`config.mk`:
```
export PLATFORM = sky130hd
export DESIGN_NAME = base64_stream_encoder_unit
export DESIGN_NICKNAME = d
export VERILOG_FILES = /design/src/rtl/b64se_pkg.sv /design/src/rtl/base64_stream_encoder_unit.sv /design/src/rtl/b64se_ram.sv /design/src/rtl/b64se_front.sv /design/src/rtl/b64se_fifo.sv /design/src/rtl/b64se_back.sv
export SDC_FILE = /design/constraint.sdc
export NUM_CORES = 1
export LEC_CHECK = 0
export BUFFER_PORTS_ARGS = -buffer_cell sky130_fd_sc_hd__buf_2
export CAP_MARGIN = 20
export CORE_UTILIZATION = 60
export CTS_BUF_LIST = sky130_fd_sc_hd__clkbuf_8
export DETAILED_ROUTE_END_ITERATION = 12
export PLACE_DENSITY = 0.83
export SLEW_MARGIN = 20
export SYNTH_ARGS = -nofsm -noshare
export SYNTH_HDL_FRONTEND = slang
export SYNTH_HIERARCHICAL = 1
export SYNTH_SLANG_ARGS = --single-unit
```
`constraint.sdc`:
```
create_clock -name i_clk -period 10.9 [get_ports i_clk]
set_input_delay 2.18 -clock i_clk [delete_from_list [all_inputs] [get_ports i_clk]]
set_output_delay 2.18 -clock i_clk [all_outputs]
set_load 0.05 [all_outputs]
```
`src/rtl/b64se_pkg.sv`:
```
// types and constants shared by the base64 stream encoder
package b64se_pkg;

    localparam int CODE_W   = 6;
    localparam int NCODES   = 4;
    localparam int ALPHA_N  = 64;
    localparam int CHAR_W   = 8;
    localparam int GPL_W    = 6;
    localparam int GPS_W    = 4;
    localparam int CFG_AW   = 1;
    localparam int CFG_DW   = 6;
    localparam int IN_DW    = 16;
    localparam int QDEPTH   = 4;
    localparam int QAW      = 2;

    localparam logic [CHAR_W-1:0] CHAR_PAD = 8'h3D;
    localparam logic [CHAR_W-1:0] CHAR_NL  = 8'h0A;
    localparam logic [CHAR_W-1:0] CHAR_SP  = 8'h20;

    localparam logic [GPL_W-1:0] GPL_RESET = 6'd12;
    localparam logic [GPS_W-1:0] GPS_RESET = 4'd2;

    localparam logic FUNC_DATA  = 1'b0;
    localparam logic FUNC_ALPHA = 1'b1;

    localparam logic [CFG_AW-1:0] CFG_GPL = 1'b0;
    localparam logic [CFG_AW-1:0] CFG_GPS = 1'b1;

    localparam logic [1:0] NPAD_NONE = 2'd0;
    localparam logic [1:0] NPAD_ONE  = 2'd1;
    localparam logic [1:0] NPAD_TWO  = 2'd2;

    typedef struct packed {
        logic [NCODES-1:0][CODE_W-1:0] codes;
        logic [1:0]                    npad;
        logic                          nl;
        logic                          sp;
        logic                          eom;
    } t_grp;

    typedef struct packed {
        logic              full;
        logic              empty;
    } t_q_stat;

    typedef struct packed {
        logic              we;
        logic [CODE_W-1:0] addr;
        logic [CHAR_W-1:0] data;
    } t_alpha_wr;

    typedef struct packed {
        logic              re;
        logic [CODE_W-1:0] addr;
    } t_alpha_rd;

endpackage

```
`src/rtl/base64_stream_encoder_unit.sv`:
```
// Streaming base64 encoder with a loadable 64-entry alphabet. Each input beat
// carries one raw byte (tuser low) or one alphabet entry write (tuser high);
// tlast on a data beat ends the message and flushes a padded tail. Data beats
// are taken every cycle while the queue has room; once it is full, every data
// beat waits for the back end to take a record. A completed group becomes a
// record in a four-deep queue; the back end turns each record into four to six
// characters at one per cycle while the output port takes them, one alphabet
// ram read per code character that is not a pad, so the sustained input rate
// is set by the single character output port. A completed group is held in the
// queue, then the record register; its characters pass the read stage and the
// output register. An alphabet write is held off until the queue and the back
// end have drained, so load the alphabet before the data. Output tlast marks the
// last character of an input beat, tuser the last character of the message.
module base64_stream_encoder_unit (
    input  logic                         i_clk,
    input  logic                         i_rst_n,
    input  logic                         s_axis_tvalid,
    output logic                         s_axis_tready,
    input  logic [b64se_pkg::IN_DW-1:0]  s_axis_tdata,  // data_byte[7:0], alphabet_index[13:8]
    input  logic                         s_axis_tuser,  // func
    input  logic                         s_axis_tlast,  // message_end
    output logic                         m_axis_tvalid,
    input  logic                         m_axis_tready,
    output logic [b64se_pkg::CHAR_W-1:0] m_axis_tdata,  // out_char[7:0]
    output logic                         m_axis_tlast,  // run_last
    output logic                         m_axis_tuser,  // message_done
    input  logic                         i_cfg_we,
    input  logic [b64se_pkg::CFG_AW-1:0] i_cfg_addr,
    input  logic [b64se_pkg::CFG_DW-1:0] i_cfg_wdata
);
    import b64se_pkg::*;

    t_q_stat           w_q_stat;
    t_grp              w_push_grp, w_head_grp;
    logic              w_push, w_pop, w_back_busy;
    t_alpha_wr         w_alpha_wr;
    t_alpha_rd         w_alpha_rd;
    logic [CHAR_W-1:0] w_rd_data;

    b64se_front u_front (
        .i_clk         (i_clk),
        .i_rst_n       (i_rst_n),
        .s_axis_tvalid (s_axis_tvalid),
        .s_axis_tready (s_axis_tready),
        .s_axis_tdata  (s_axis_tdata),
        .s_axis_tuser  (s_axis_tuser),
        .s_axis_tlast  (s_axis_tlast),
        .i_cfg_we      (i_cfg_we),
        .i_cfg_addr    (i_cfg_addr),
        .i_cfg_wdata   (i_cfg_wdata),
        .i_q_stat      (w_q_stat),
        .i_back_busy   (w_back_busy),
        .o_push        (w_push),
        .o_grp         (w_push_grp),
        .o_alpha_wr    (w_alpha_wr)
    );

    b64se_fifo u_fifo (
        .i_clk   (i_clk),
        .i_rst_n (i_rst_n),
        .i_push  (w_push),
        .i_grp   (w_push_grp),
        .i_pop   (w_pop),
        .o_grp   (w_head_grp),
        .o_stat  (w_q_stat)
    );

    b64se_ram #(
        .WIDTH (CHAR_W),
        .DEPTH (ALPHA_N)
    ) u_alpha_ram (
        .i_clk   (i_clk),
        .i_we    (w_alpha_wr.we),
        .i_waddr (w_alpha_wr.addr),
        .i_wdata (w_alpha_wr.data),
        .i_re    (w_alpha_rd.re),
        .i_raddr (w_alpha_rd.addr),
        .o_rdata (w_rd_data)
    );

    b64se_back u_back (
        .i_clk         (i_clk),
        .i_rst_n       (i_rst_n),
        .i_q_stat      (w_q_stat),
        .i_grp         (w_head_grp),
        .o_pop         (w_pop),
        .o_busy        (w_back_busy),
        .o_rd          (w_alpha_rd),
        .i_rd_data     (w_rd_data),
        .m_axis_tvalid (m_axis_tvalid),
        .m_axis_tready (m_axis_tready),
        .m_axis_tdata  (m_axis_tdata),
        .m_axis_tlast  (m_axis_tlast),
        .m_axis_tuser  (m_axis_tuser)
    );

endmodule

```
`src/rtl/b64se_ram.sv`:
```
// generic simple dual-port ram with registered read
module b64se_ram #(
    parameter int WIDTH = 8,
    parameter int DEPTH = 64
) (
    input  logic                     i_clk,
    input  logic                     i_we,
    input  logic [$clog2(DEPTH)-1:0] i_waddr,
    input  logic [WIDTH-1:0]         i_wdata,
    input  logic                     i_re,
    input  logic [$clog2(DEPTH)-1:0] i_raddr,
    output logic [WIDTH-1:0]         o_rdata
);

    logic [WIDTH-1:0] r_mem [DEPTH];
    logic [WIDTH-1:0] r_rdata;

    always_ff @(posedge i_clk) begin
        if (i_we) begin
            r_mem[i_waddr] <= i_wdata;
        end
        if (i_re) begin
            r_rdata <= r_mem[i_raddr];
        end
    end

    assign o_rdata = r_rdata;

endmodule

```
`src/rtl/b64se_front.sv`:
```
// front end: accepts beats, holds bytes, counts groups, queues group records and issues alphabet writes
module b64se_front (
    input  logic                        i_clk,
    input  logic                        i_rst_n,
    input  logic                        s_axis_tvalid,
    output logic                        s_axis_tready,
    input  logic [b64se_pkg::IN_DW-1:0] s_axis_tdata,  // data_byte[7:0], alphabet_index[13:8]
    input  logic                        s_axis_tuser,  // func
    input  logic                        s_axis_tlast,  // message_end
    input  logic                        i_cfg_we,
    input  logic [b64se_pkg::CFG_AW-1:0] i_cfg_addr,
    input  logic [b64se_pkg::CFG_DW-1:0] i_cfg_wdata,
    input  b64se_pkg::t_q_stat          i_q_stat,
    input  logic                        i_back_busy,
    output logic                        o_push,
    output b64se_pkg::t_grp             o_grp,
    output b64se_pkg::t_alpha_wr        o_alpha_wr
);
    import b64se_pkg::*;

    logic [GPL_W-1:0]  r_gpl;
    logic [GPS_W-1:0]  r_gps;
    logic [1:0]        r_phase, n_phase;
    logic [CHAR_W-1:0] r_b0, r_b1;
    logic [GPL_W-1:0]  r_line, n_line;
    logic [GPS_W-1:0]  r_space, n_space;

    logic              w_alpha;
    logic              w_acc;
    logic              w_data_acc;
    logic              w_full;
    logic              w_end;
    logic [CHAR_W-1:0] w_b;
    logic [CHAR_W-1:0] w_x0, w_x1, w_x2;
    logic              w_nl, w_sp;
    logic [GPS_W-1:0]  w_sp_next;
    logic [GPL_W-1:0]  w_line_base;

    assign w_alpha = (s_axis_tuser == FUNC_ALPHA);
    assign s_axis_tready = w_alpha ? (i_q_stat.empty && !i_back_busy) : !i_q_stat.full;
    assign w_acc = s_axis_tvalid && s_axis_tready;
    assign w_data_acc = w_acc && !w_alpha;
    assign w_b = s_axis_tdata[CHAR_W-1:0];
    assign w_end = s_axis_tlast;
    assign w_full = r_phase[1];

    // byte lanes of the group, zero where a tail has no byte
    assign w_x0 = (r_phase == 2'd0) ? w_b : r_b0;
    assign w_x1 = (r_phase == 2'd1) ? w_b : (w_full ? r_b1 : '0);
    assign w_x2 = w_full ? w_b : '0;

    assign w_nl        = w_full && (r_line >= r_gpl);
    assign w_sp_next   = GPS_W'(r_space + 4'd1);
    assign w_sp        = w_full && (w_sp_next >= r_gps);
    assign w_line_base = w_nl ? '0 : r_line;

    always_comb begin
        o_grp.codes[0] = w_x0[7:2];
        o_grp.codes[1] = {w_x0[1:0], w_x1[7:4]};
        o_grp.codes[2] = {w_x1[3:0], w_x2[7:6]};
        o_grp.codes[3] = w_x2[5:0];
        o_grp.npad     = w_full ? NPAD_NONE : ((r_phase == 2'd1) ? NPAD_ONE : NPAD_TWO);
        o_grp.nl       = w_nl;
        o_grp.sp       = w_sp;
        o_grp.eom      = w_end;
    end

    assign o_push = w_data_acc && (w_full || w_end);

    assign o_alpha_wr.we   = w_acc && w_alpha;
    assign o_alpha_wr.addr = s_axis_tdata[CHAR_W +: CODE_W];
    assign o_alpha_wr.data = w_b;

    always_comb begin
        n_phase = r_phase;
        n_line  = r_line;
        n_space = r_space;
        if (w_data_acc) begin
            if (w_end) begin
                n_phase = '0;
                n_line  = '0;
                n_space = '0;
            end else if (w_full) begin
                n_phase = '0;
                n_line  = GPL_W'(w_line_base + 6'd1);
                n_space = w_sp ? '0 : w_sp_next;
            end else begin
                n_phase = 2'(r_phase + 2'd1);
            end
        end
    end

    always_ff @(posedge i_clk) begin
        if (!i_rst_n) begin
            r_gpl   <= GPL_RESET;
            r_gps   <= GPS_RESET;
            r_phase <= '0;
            r_line  <= '0;
            r_space <= '0;
        end else begin
            r_phase <= n_phase;
            r_line  <= n_line;
            r_space <= n_space;
            if (i_cfg_we) begin
                unique case (i_cfg_addr)
                    CFG_GPL: r_gpl <= i_cfg_wdata[GPL_W-1:0];
                    CFG_GPS: r_gps <= i_cfg_wdata[GPS_W-1:0];
                    default: ;
                endcase
            end
        end
    end

    always_ff @(posedge i_clk) begin
        if (w_data_acc && !w_end && !w_full) begin
            if (r_phase[0]) begin
                r_b1 <= w_b;
            end else begin
                r_b0 <= w_b;
            end
        end
    end

endmodule

```
`src/rtl/b64se_fifo.sv`:
```
// short queue of group records between front and back
module b64se_fifo (
    input  logic               i_clk,
    input  logic               i_rst_n,
    input  logic               i_push,
    input  b64se_pkg::t_grp    i_grp,
    input  logic               i_pop,
    output b64se_pkg::t_grp    o_grp,
    output b64se_pkg::t_q_stat o_stat
);
    import b64se_pkg::*;

    t_grp             r_mem [QDEPTH];
    logic [QAW-1:0]   r_wr, r_rd;
    logic [QAW:0]     r_cnt;

    always_ff @(posedge i_clk) begin
        if (i_push) begin
            r_mem[r_wr] <= i_grp;
        end
    end

    always_ff @(posedge i_clk) begin
        if (!i_rst_n) begin
            r_wr  <= '0;
            r_rd  <= '0;
            r_cnt <= '0;
        end else begin
            if (i_push) begin
                r_wr <= QAW'(r_wr + 1'b1);
            end
            if (i_pop) begin
                r_rd <= QAW'(r_rd + 1'b1);
            end
            if (i_push && !i_pop) begin
                r_cnt <= (QAW+1)'(r_cnt + 1'b1);
            end else if (i_pop && !i_push) begin
                r_cnt <= (QAW+1)'(r_cnt - 1'b1);
            end
        end
    end

    assign o_grp        = r_mem[r_rd];
    assign o_stat.full  = (r_cnt == (QAW+1)'(QDEPTH));
    assign o_stat.empty = (r_cnt == '0);

endmodule

```
`src/rtl/b64se_back.sv`:
```
// back end: steps through each group record and emits one character per beat
module b64se_back (
    input  logic                         i_clk,
    input  logic                         i_rst_n,
    input  b64se_pkg::t_q_stat           i_q_stat,
    input  b64se_pkg::t_grp              i_grp,
    output logic                         o_pop,
    output logic                         o_busy,
    output b64se_pkg::t_alpha_rd         o_rd,
    input  logic [b64se_pkg::CHAR_W-1:0] i_rd_data,
    output logic                         m_axis_tvalid,
    input  logic                         m_axis_tready,
    output logic [b64se_pkg::CHAR_W-1:0] m_axis_tdata,  // out_char[7:0]
    output logic                         m_axis_tlast,  // run_last
    output logic                         m_axis_tuser   // message_done
);
    import b64se_pkg::*;

    localparam logic [2:0] SLOT_NL = 3'd0;
    localparam logic [2:0] SLOT_C0 = 3'd1;
    localparam logic [2:0] SLOT_C1 = 3'd2;
    localparam logic [2:0] SLOT_C2 = 3'd3;
    localparam logic [2:0] SLOT_C3 = 3'd4;
    localparam logic [2:0] SLOT_SP = 3'd5;

    logic              r_busy;
    logic [2:0]        r_slot;
    t_grp              r_grp;

    logic              r_b_vld;
    logic              r_b_ram;
    logic [CHAR_W-1:0] r_b_lit;
    logic              r_b_last;
    logic              r_b_done;

    logic              r_o_vld;
    logic [CHAR_W-1:0] r_o_char;
    logic              r_o_last;
    logic              r_o_done;

    logic              w_out_ld, w_b_adv, w_issue;
    logic [1:0]        w_k;
    logic              w_pad, w_code, w_last;
    logic [CHAR_W-1:0] w_lit;

    assign w_out_ld = !r_o_vld || m_axis_tready;
    assign w_b_adv  = r_b_vld && w_out_ld;
    assign w_issue  = r_busy && (!r_b_vld || w_b_adv);

    assign w_k   = 2'(r_slot - SLOT_C0);
    assign w_pad = ((r_grp.npad == NPAD_TWO) && w_k[1])
                || ((r_grp.npad == NPAD_ONE) && (w_k == 2'd3));
    assign w_last = (r_slot == SLOT_SP) || ((r_slot == SLOT_C3) && !r_grp.sp);

    always_comb begin
        w_code = 1'b0;
        w_lit  = CHAR_PAD;
        unique case (r_slot)
            SLOT_NL: w_lit = CHAR_NL;
            SLOT_SP: w_lit = CHAR_SP;
            SLOT_C0, SLOT_C1, SLOT_C2, SLOT_C3: w_code = !w_pad;
            default: ;
        endcase
    end

    assign o_rd.re   = w_issue && w_code;
    assign o_rd.addr = r_grp.codes[w_k];

    assign o_pop  = !i_q_stat.empty && (!r_busy || (w_issue && w_last));
    assign o_busy = r_busy;

    always_ff @(posedge i_clk) begin
        if (!i_rst_n) begin
            r_busy  <= 1'b0;
            r_slot  <= SLOT_NL;
            r_b_vld <= 1'b0;
            r_o_vld <= 1'b0;
        end else begin
            if (o_pop) begin
                r_busy <= 1'b1;
                r_slot <= i_grp.nl ? SLOT_NL : SLOT_C0;
            end else if (w_issue) begin
                r_busy <= !w_last;
                r_slot <= 3'(r_slot + 3'd1);
            end
            if (w_issue) begin
                r_b_vld <= 1'b1;
            end else if (w_b_adv) begin
                r_b_vld <= 1'b0;
            end
            if (w_b_adv) begin
                r_o_vld <= 1'b1;
            end else if (m_axis_tready) begin
                r_o_vld <= 1'b0;
            end
        end
    end

    always_ff @(posedge i_clk) begin
        if (o_pop) begin
            r_grp <= i_grp;
        end
        if (w_issue) begin
            r_b_ram  <= w_code;
            r_b_lit  <= w_lit;
            r_b_last <= w_last;
            r_b_done <= w_last && r_grp.eom;
        end
        if (w_b_adv) begin
            r_o_char <= r_b_ram ? i_rd_data : r_b_lit;
            r_o_last <= r_b_last;
            r_o_done <= r_b_done;
        end
    end

    assign m_axis_tvalid = r_o_vld;
    assign m_axis_tdata  = r_o_char;
    assign m_axis_tlast  = r_o_last;
    assign m_axis_tuser  = r_o_done;

endmodule

```
==> reports/summary.txt, run 1 <==
Grt total ovfl: 0
Router iterations before antenna repair: 7
Core area: 47650 µm²
Worst-margin pin slew: 1.072 ns
DR iter-0 viols: 1537
R2r setup slk: 5.63 ns
Final hold violations: 0
Commonest non-fill, non-tap cell in the layout: edfxtp_1
CP Class: reg2reg
Layout cells sized above 1: 0.2398
Unique cell type count in the Yosys netlist: 65
Area growth syn-to-layout: 8.802%
Hold Buf Count CTS: 0
LEAKAGE: 10.16 nW
WHS Endpoint: u_back/m_axis_tuser
Worst skew pair latency: 0.68 ns
IO Count: 42
Die outline area: 49090 µm²
FILL cells: 2921
Mapped Cells: 1455
Post-synth EDFFs: 697
Asr flop ratio synth: 0
CTS tree: done
Setup TNS Final: 0 ns
Worst R2R End: u_alpha_ram/o_rdata[6]
Worst setup margin: 5.626 ns
RSZ-0062 raised after global routing: false
DR vias/cell: 6.433
Syn avg cell area: 19.88 µm²
Clock transition at path regs: 0.06 ns
Synth Net Count: 1506
Gr usage total: 0.2391
Status: completed
Post-synthesis cell area: 28930 µm²
H-tree Lvls: 3
Dpl ws: 5.598 ns
HP Start: u_back/r_b_done
CTS Root Cell: clkbuf_8
Sequential-to-total area share from yosys stat: 0.7492
Worst setup SP type: flop
Total setup buffers inserted after CTS: 0
FF-to-FF Start: u_back/r_slot[0]
Largest net degree at the start of global routing: 92
Final period util: 0.4839
Max_slew headroom: 0.2844
# clock sinks: 734
Dpl hpwl: 33.48 mm
Crit Path Max Fanout: 91
Peak supply drop: 0.2704 mV
Area contributors post-synth: edfxtp_1, mux4_2, dfxtp_1
Drt wl/cell: 25.72 µm
Yosys top cell area share: 0.7236
Commonest non-fill, non-tap cells in the layout: edfxtp_1, mux4_2, clkbuf_8, nor2_1, inv_1
Maxcap violations: 0
CP Data Required Time: 11.29 ns
Global-route wire length before repair: 87.16 mm
Final GP Congestion: 0.7884
Clock buffer count from CTS: 109
Initial Utilization: 0.6071
Nets: 1588
Post-synth top flop: edfxtp_1
Cell row count: 80
Crit path cell chain: inv_1, ha_1, mux4_4, buf_12, mux4_2, mux2_2, o221a_2, nor3_1, o32ai_1
Worst hold path class: reg2reg
Pins over their slew limit: 0
CTS max path bufs: 3
Setup crit end kind: flop
Port bufs: 39
Power per standard cell area: 255.9 nW/µm²
CP max-delay cell: mux4_4
Post-CTS Resized: 0
Yosys top cell by area: edfxtp_1
Setup Skew: 0.02761 ns
Final Critical Period: 5.274 ns
Worst endpoint data arrival time: 5.67 ns
Cell count of the worst reg-to-reg path: 9
Die height: 221.6 µm
Initial antenna violation count: 0
Die X: 221.6 µm
Vias: 14370
Final setup viols: 0
DRC viols: 0
CP peak stage delay: 1.00 ns
Seq cells post-synth: 734
Routed Antenna Nets: 0
Drt total wl: 57.44 mm
Worst Hold Depth: 0
Inserted Diodes: 0
Fmax: 189.6 MHz
Vias in the first global route: 14550
YS warnings: 6
[synth_stat cells (all sizes together) (3+ instances only)]
cell,count
nor3,11
xor2,4
or3b,3
o221ai,8
o21a,5
nor2,90
clkbuf,27
a21oi,8
mux2i,27
dfxtp,37
a21boi,10
nor4,3
ha,20
nor3b,4
nand2b,12
mux2,25
o21ai,10
o221a,3
buf,61
o2bb2ai,3
inv,23
nand3,24
and2,27
nand2,49
xnor2,5
nand3b,4
mux4,161
nor2b,24
or3,3
a22o,10
edfxtp,697
a31oi,3
o22ai,9
o2111ai,4
a221oi,6
o32ai,3
a211oi,8
a22oi,3
[cells by family (layout without fill, tap and decap cells)]
group,after synthesis,in the layout,synth area share
AOI/OAI and AO/OA,107,107,0.02812
xor gates and xnor gates,9,9,0.002725
adders and majority gates,21,21,0.009343
buffers and inverters,111,274,0.02228
DFF,734,734,0.7492
muxes,213,213,0.1446
and+or+nand+nor,260,260,0.04382
[sequential cells by signal, indices dropped and copies added, names as in the netlist, 4 cells and up, named ones only]
register and count:
u_alpha_ram/r_mem 512, u_fifo/r_mem 116, u_back/r_grp 28, u_alpha_ram/o_rdata 8, u_back/m_axis_tdata 8, u_front/r_b0 8, u_front/r_b1 8, u_front/r_gpl 6
u_front/r_line 6, u_back/r_b_lit 4, u_front/r_gps 4, u_front/r_space 4
[power by group]
| part | switching [mW] | internal (mW) |
|---|---|---|
| registers | 0.0883 | 3.26 |
| logic | 1.51 | 1.21 |
| clock network | 0.981 | 1.01 |
| total | 2.58 | 5.47 |
[critical path: cells and delay by family, from the launching register on]
kind                       cells  cell delay (ns)
AOI/OAI and AO/OA              2             0.48
muxes                          3             1.88
and+or+nand+nor                1             0.44
DFF                            1             0.76
adders and majority gates      1             0.58
buffers and inverters          2             0.68
[stage by stage]
step / total power, mW / utilization / cell area [µm²] / cells / hold slack (ns)
floorplan: 5.465 / - / 28930 / 1455 / 0.4003
global placement: 6.036 / 0.6194 / 29510 / 2041 / 0.4080
detailed placement: 6.112 / 0.6196 / 29520 / 2041 / 0.4155
CTS: 8.098 / 0.6604 / 31470 / 2233 / 0.4228
global route: 8.360 / 0.6606 / 31470 / 2233 / 0.4411
finish: 8.053 / 0.6606 / 31470 / 2233 / 0.4222
[per-layer routing]
| metal | vias to the layer above | track usage | share of wire |
|---|---|---|---|
| met5 | - | 0 | 0 |
| met4 | 0 | 0.09610 | 0.036 |
| met3 | 140 | 0.05155 | 0.089 |
| met2 | 765 | 0.3824 | 0.50 |
| met1 | 7404 | 0.3257 | 0.38 |
| li1 | 6056 | - | - |
[how the worst max path moves through the flow]
stage / start / endpoint / slack, ns / depth (start not counted)
after global placement: u_back/r_slot[0] / u_alpha_ram/o_rdata[4] / 5.62 / 9
after CTS: u_back/r_slot[0] / u_alpha_ram/o_rdata[6] / 5.58 / 9
after detailed placement: u_back/r_slot[0] / u_alpha_ram/o_rdata[6] / 5.60 / 9
after floorplan: s_axis_tuser / s_axis_tready / 5.69 / 2
after global routing: u_back/r_slot[0] / u_alpha_ram/o_rdata[6] / 5.31 / 9
final: u_back/r_slot[0] / u_alpha_ram/o_rdata[6] / 5.63 / 9
[cell type report]
| cell class | instances | area, µm² | share of cell area |
|---|---|---|---|
| Clock buffer | 114 | 1569 | 0.04985 |
| Clock inverter | 78 | 375.4 | 0.01193 |
| Inverter | 23 | 86.33 | 0.002743 |
| Multi-Input combinational cell | 610 | 6639 | 0.2109 |
| Sequential cell | 734 | 21680 | 0.6887 |
| Tap cell | 615 | 769.5 | 0.02445 |
| Timing Repair Buffer | 59 | 357.8 | 0.01137 |
(Power assumes the default switching activity.)
==> run 2, diff against run 1 <==
--- a/config.mk
+++ b/config.mk
@@ -7,10 +7,10 @@
 export LEC_CHECK = 0
 export BUFFER_PORTS_ARGS = -buffer_cell sky130_fd_sc_hd__buf_2
 export CAP_MARGIN = 20
-export CORE_UTILIZATION = 60
+export CORE_UTILIZATION = 59
 export CTS_BUF_LIST = sky130_fd_sc_hd__clkbuf_8
 export DETAILED_ROUTE_END_ITERATION = 12
-export PLACE_DENSITY = 0.83
+export PLACE_DENSITY = 0.85
 export SLEW_MARGIN = 20
 export SYNTH_ARGS = -nofsm -noshare
 export SYNTH_HDL_FRONTEND = slang
==> constraint.sdc (replaced) <==
create_clock -name i_clk -period 4.7 [get_ports i_clk]
set_input_delay 0.94 -clock i_clk [delete_from_list [all_inputs] [get_ports i_clk]]
set_output_delay 0.94 -clock i_clk [all_outputs]
set_load 0.05 [all_outputs]
==> run 2 against run 1 <==
Global-route usage up 0.53 points. Clock-buffer cell count down 7. Utilization down 0.19 points. Largest cell class unchanged. First-iteration DRC count up 5.7%. Routed wire length up 3.7%. Largest power group unchanged.
==> reports/summary.txt, run 2 (same netlist as run 1, synthesis figures left out) <==
Post-CTS Resized: 0 (unchanged)
Maxcap violations: 0 (unchanged)
Final setup viols: 0 (unchanged)
FF-to-FF Start: u_back/r_slot[1] (was u_back/r_slot[0])
Core area: 48050 µm² (was 47650 µm²)
Vias in the first global route: 14800 (was 14550)
Power per standard cell area: 590.7 nW/µm² (was 255.9 nW/µm²)
Worst endpoint data arrival time: 4.38 ns (was 5.67 ns)
Drt total wl: 59.54 mm (was 57.44 mm)
Crit Path Max Fanout: 22 (was 91)
Worst Hold Depth: 0 (unchanged)
Gr usage total: 0.2444 (was 0.2391)
Max_slew headroom: 0.2568 (was 0.2844)
Drt wl/cell: 26.24 µm (was 25.72 µm)
DRC viols: 0 (unchanged)
CTS Root Cell: clkbuf_8 (unchanged)
Largest register by flop count: u_alpha_ram/r_mem (unchanged)
RSZ-0062 raised after global routing: false (unchanged)
Layout cells sized above 1: 0.2498 (was 0.2398)
Placed cell area: 29820 µm² (was 29520 µm²)
Die X: 223.4 µm (was 221.6 µm)
Final instance area: 31650 µm² (was 31470 µm²)
Max reg flops: 512 (unchanged)
Final period util: 0.8459 (was 0.4839)
Commonest non-fill, non-tap cells in the layout: edfxtp_1, mux4_2, clkbuf_8, nor2_1, buf_4 (was edfxtp_1, mux4_2, clkbuf_8, nor2_1, inv_1)
DR vias/cell: 6.426 (was 6.433)
Setup Skew: 0.02888 ns (was 0.02761 ns)
Cell row count: 80 (unchanged)
H-tree Lvls: 3 (unchanged)
Vias: 14580 (was 14370)
CTS max path bufs: 3 (unchanged)
Pins over their slew limit: 0 (unchanged)
Port bufs: 39 (unchanged)
Fin Hold WS: 0.4203 ns (was 0.4222 ns)
Router iterations before antenna repair: 5 (was 7)
Dpl hpwl: 36.60 mm (was 33.48 mm)
Die height: 223.4 µm (was 221.6 µm)
Worst setup SP type: flop (unchanged)
Final Critical Period: 3.976 ns (was 5.274 ns)
Area growth syn-to-layout: 9.404% (was 8.802%)
Initial antenna violation count: 2 (was 0)
Global-route wire length before repair: 88.67 mm (was 87.16 mm)
Peak supply drop: 0.4360 mV (was 0.2704 mV)
R2r setup slk: 0.72 ns (was 5.63 ns)
Worst setup margin: 0.7240 ns (was 5.626 ns)
Worst-margin pin slew: 1.115 ns (was 1.072 ns)
Hold Buf Count CTS: 0 (unchanged)
Status: completed (unchanged)
Initial Utilization: 0.6021 (was 0.6071)
# clock sinks: 734 (unchanged)
Fmax: 251.5 MHz (was 189.6 MHz)
Nets: 1622 (was 1588)
WHS Endpoint: u_back/m_axis_tuser (unchanged)
Final hold violations: 0 (unchanged)
Grt total ovfl: 0 (unchanged)
Routed Antenna Nets: 0 (unchanged)
Pwr Total: 18.69 mW (was 8.053 mW)
Commonest non-fill, non-tap cell in the layout: edfxtp_1 (unchanged)
Clock buffer count from CTS: 104 (was 109)
CP Class: reg2reg (unchanged)
Cell count of the worst reg-to-reg path: 9 (unchanged)
Setup TNS Final: 0 ns (unchanged)
CTS tree: done (unchanged)
Top Registers: u_alpha_ram/r_mem (512), u_fifo/r_mem (116), u_back/r_grp (28) (unchanged)
IO Count: 42 (unchanged)
Final GP Congestion: 0.8602 (was 0.7884)
DR iter-0 viols: 1625 (was 1537)
Worst hold path class: reg2reg (unchanged)
Setup crit end kind: flop (unchanged)
Worst R2R End: u_alpha_ram/o_rdata[5] (was u_alpha_ram/o_rdata[6])
Dpl ws: 0.7259 ns (was 5.598 ns)
HP Start: u_back/r_b_done (unchanged)
LEAKAGE: 10.27 nW (was 10.16 nW)
CP Data Required Time: 5.11 ns (was 11.29 ns)
Worst skew pair latency: 0.68 ns (about the same)
Clock transition at path regs: 0.06 ns (about the same)
Total setup buffers inserted after CTS: 0 (unchanged)
Die outline area: 49920 µm² (was 49090 µm²)
Largest net degree at the start of global routing: 70 (was 92)
[run 2: cell types whose count changed in the layout (fill, tap and decap cells not counted), moves of 2 or more]
cell      previous run  this run
inv_1               61        56
inv_6                2         0
clkbuf_8           114       107
nor3_2               3         1
buf_4               19        57
clkinv_2            10         8
clkinv_1            23        35
nor3_1               7         9
[run 2: layer usage]
layer	vias up	track usage	share of wire
met5	-	0	0
met3	173	0.05110	0.094
met2	848	0.4010	0.50
li1	6128	-	-
met1	7431	0.3164	0.37
met4	0	0.1144	0.041
[run 2: cell type report]
type,instances,area [µm²]
Clock buffer,107,1473
Timing Repair Buffer,98,663.1
Inverter,23,86.33
Multi-Input combinational cell,610,6628
Fill cell,2876,16400
Antenna cell,1,2.502
Clock inverter,81,351.6
Tap cell,615,769.5
Sequential cell,734,21670
[run 2: worst max-delay path: stages (launching register included)]
cell and delay (ns):
dfxtp_1 0.40, inv_1 0.09, ha_1 0.57, mux4_4 0.72
buf_4 0.34, mux4_2 0.57, nor2b_1 0.15, a2111oi_0 0.55
buf_4 0.21, o41ai_1 0.09
[run 2: power by group]
group	leakage, nW	switching, mW	internal (mW)
sequential	6.60	0.150	7.55
combinational	2.62	3.62	2.95
clock	1.05	2.27	2.15
total	10.3	6.04	12.6
[run 2: worst max-delay path by stage]
stage / from / end / depth (start not counted)
after floorplan: m_axis_tready / u_fifo/r_cnt[2] / 10
after CTS: u_back/r_slot[1] / u_alpha_ram/o_rdata[5] / 9
after global routing: u_back/r_slot[1] / u_alpha_ram/o_rdata[3] / 9
after global placement: u_back/r_slot[1] / u_alpha_ram/o_rdata[3] / 9
after detailed placement: u_back/r_slot[1] / u_alpha_ram/o_rdata[3] / 9
final: u_back/r_slot[1] / u_alpha_ram/o_rdata[5] / 9
[run 2: stage by stage]
| step | std cells | util |
|---|---|---|
| floorplan | 1455 | - |
| global placement | 2080 | 0.6206 |
| detailed placement | 2080 | 0.6206 |
| CTS | 2268 | 0.6586 |
| global route | 2269 | 0.6587 |
| finish | 2269 | 0.6587 |
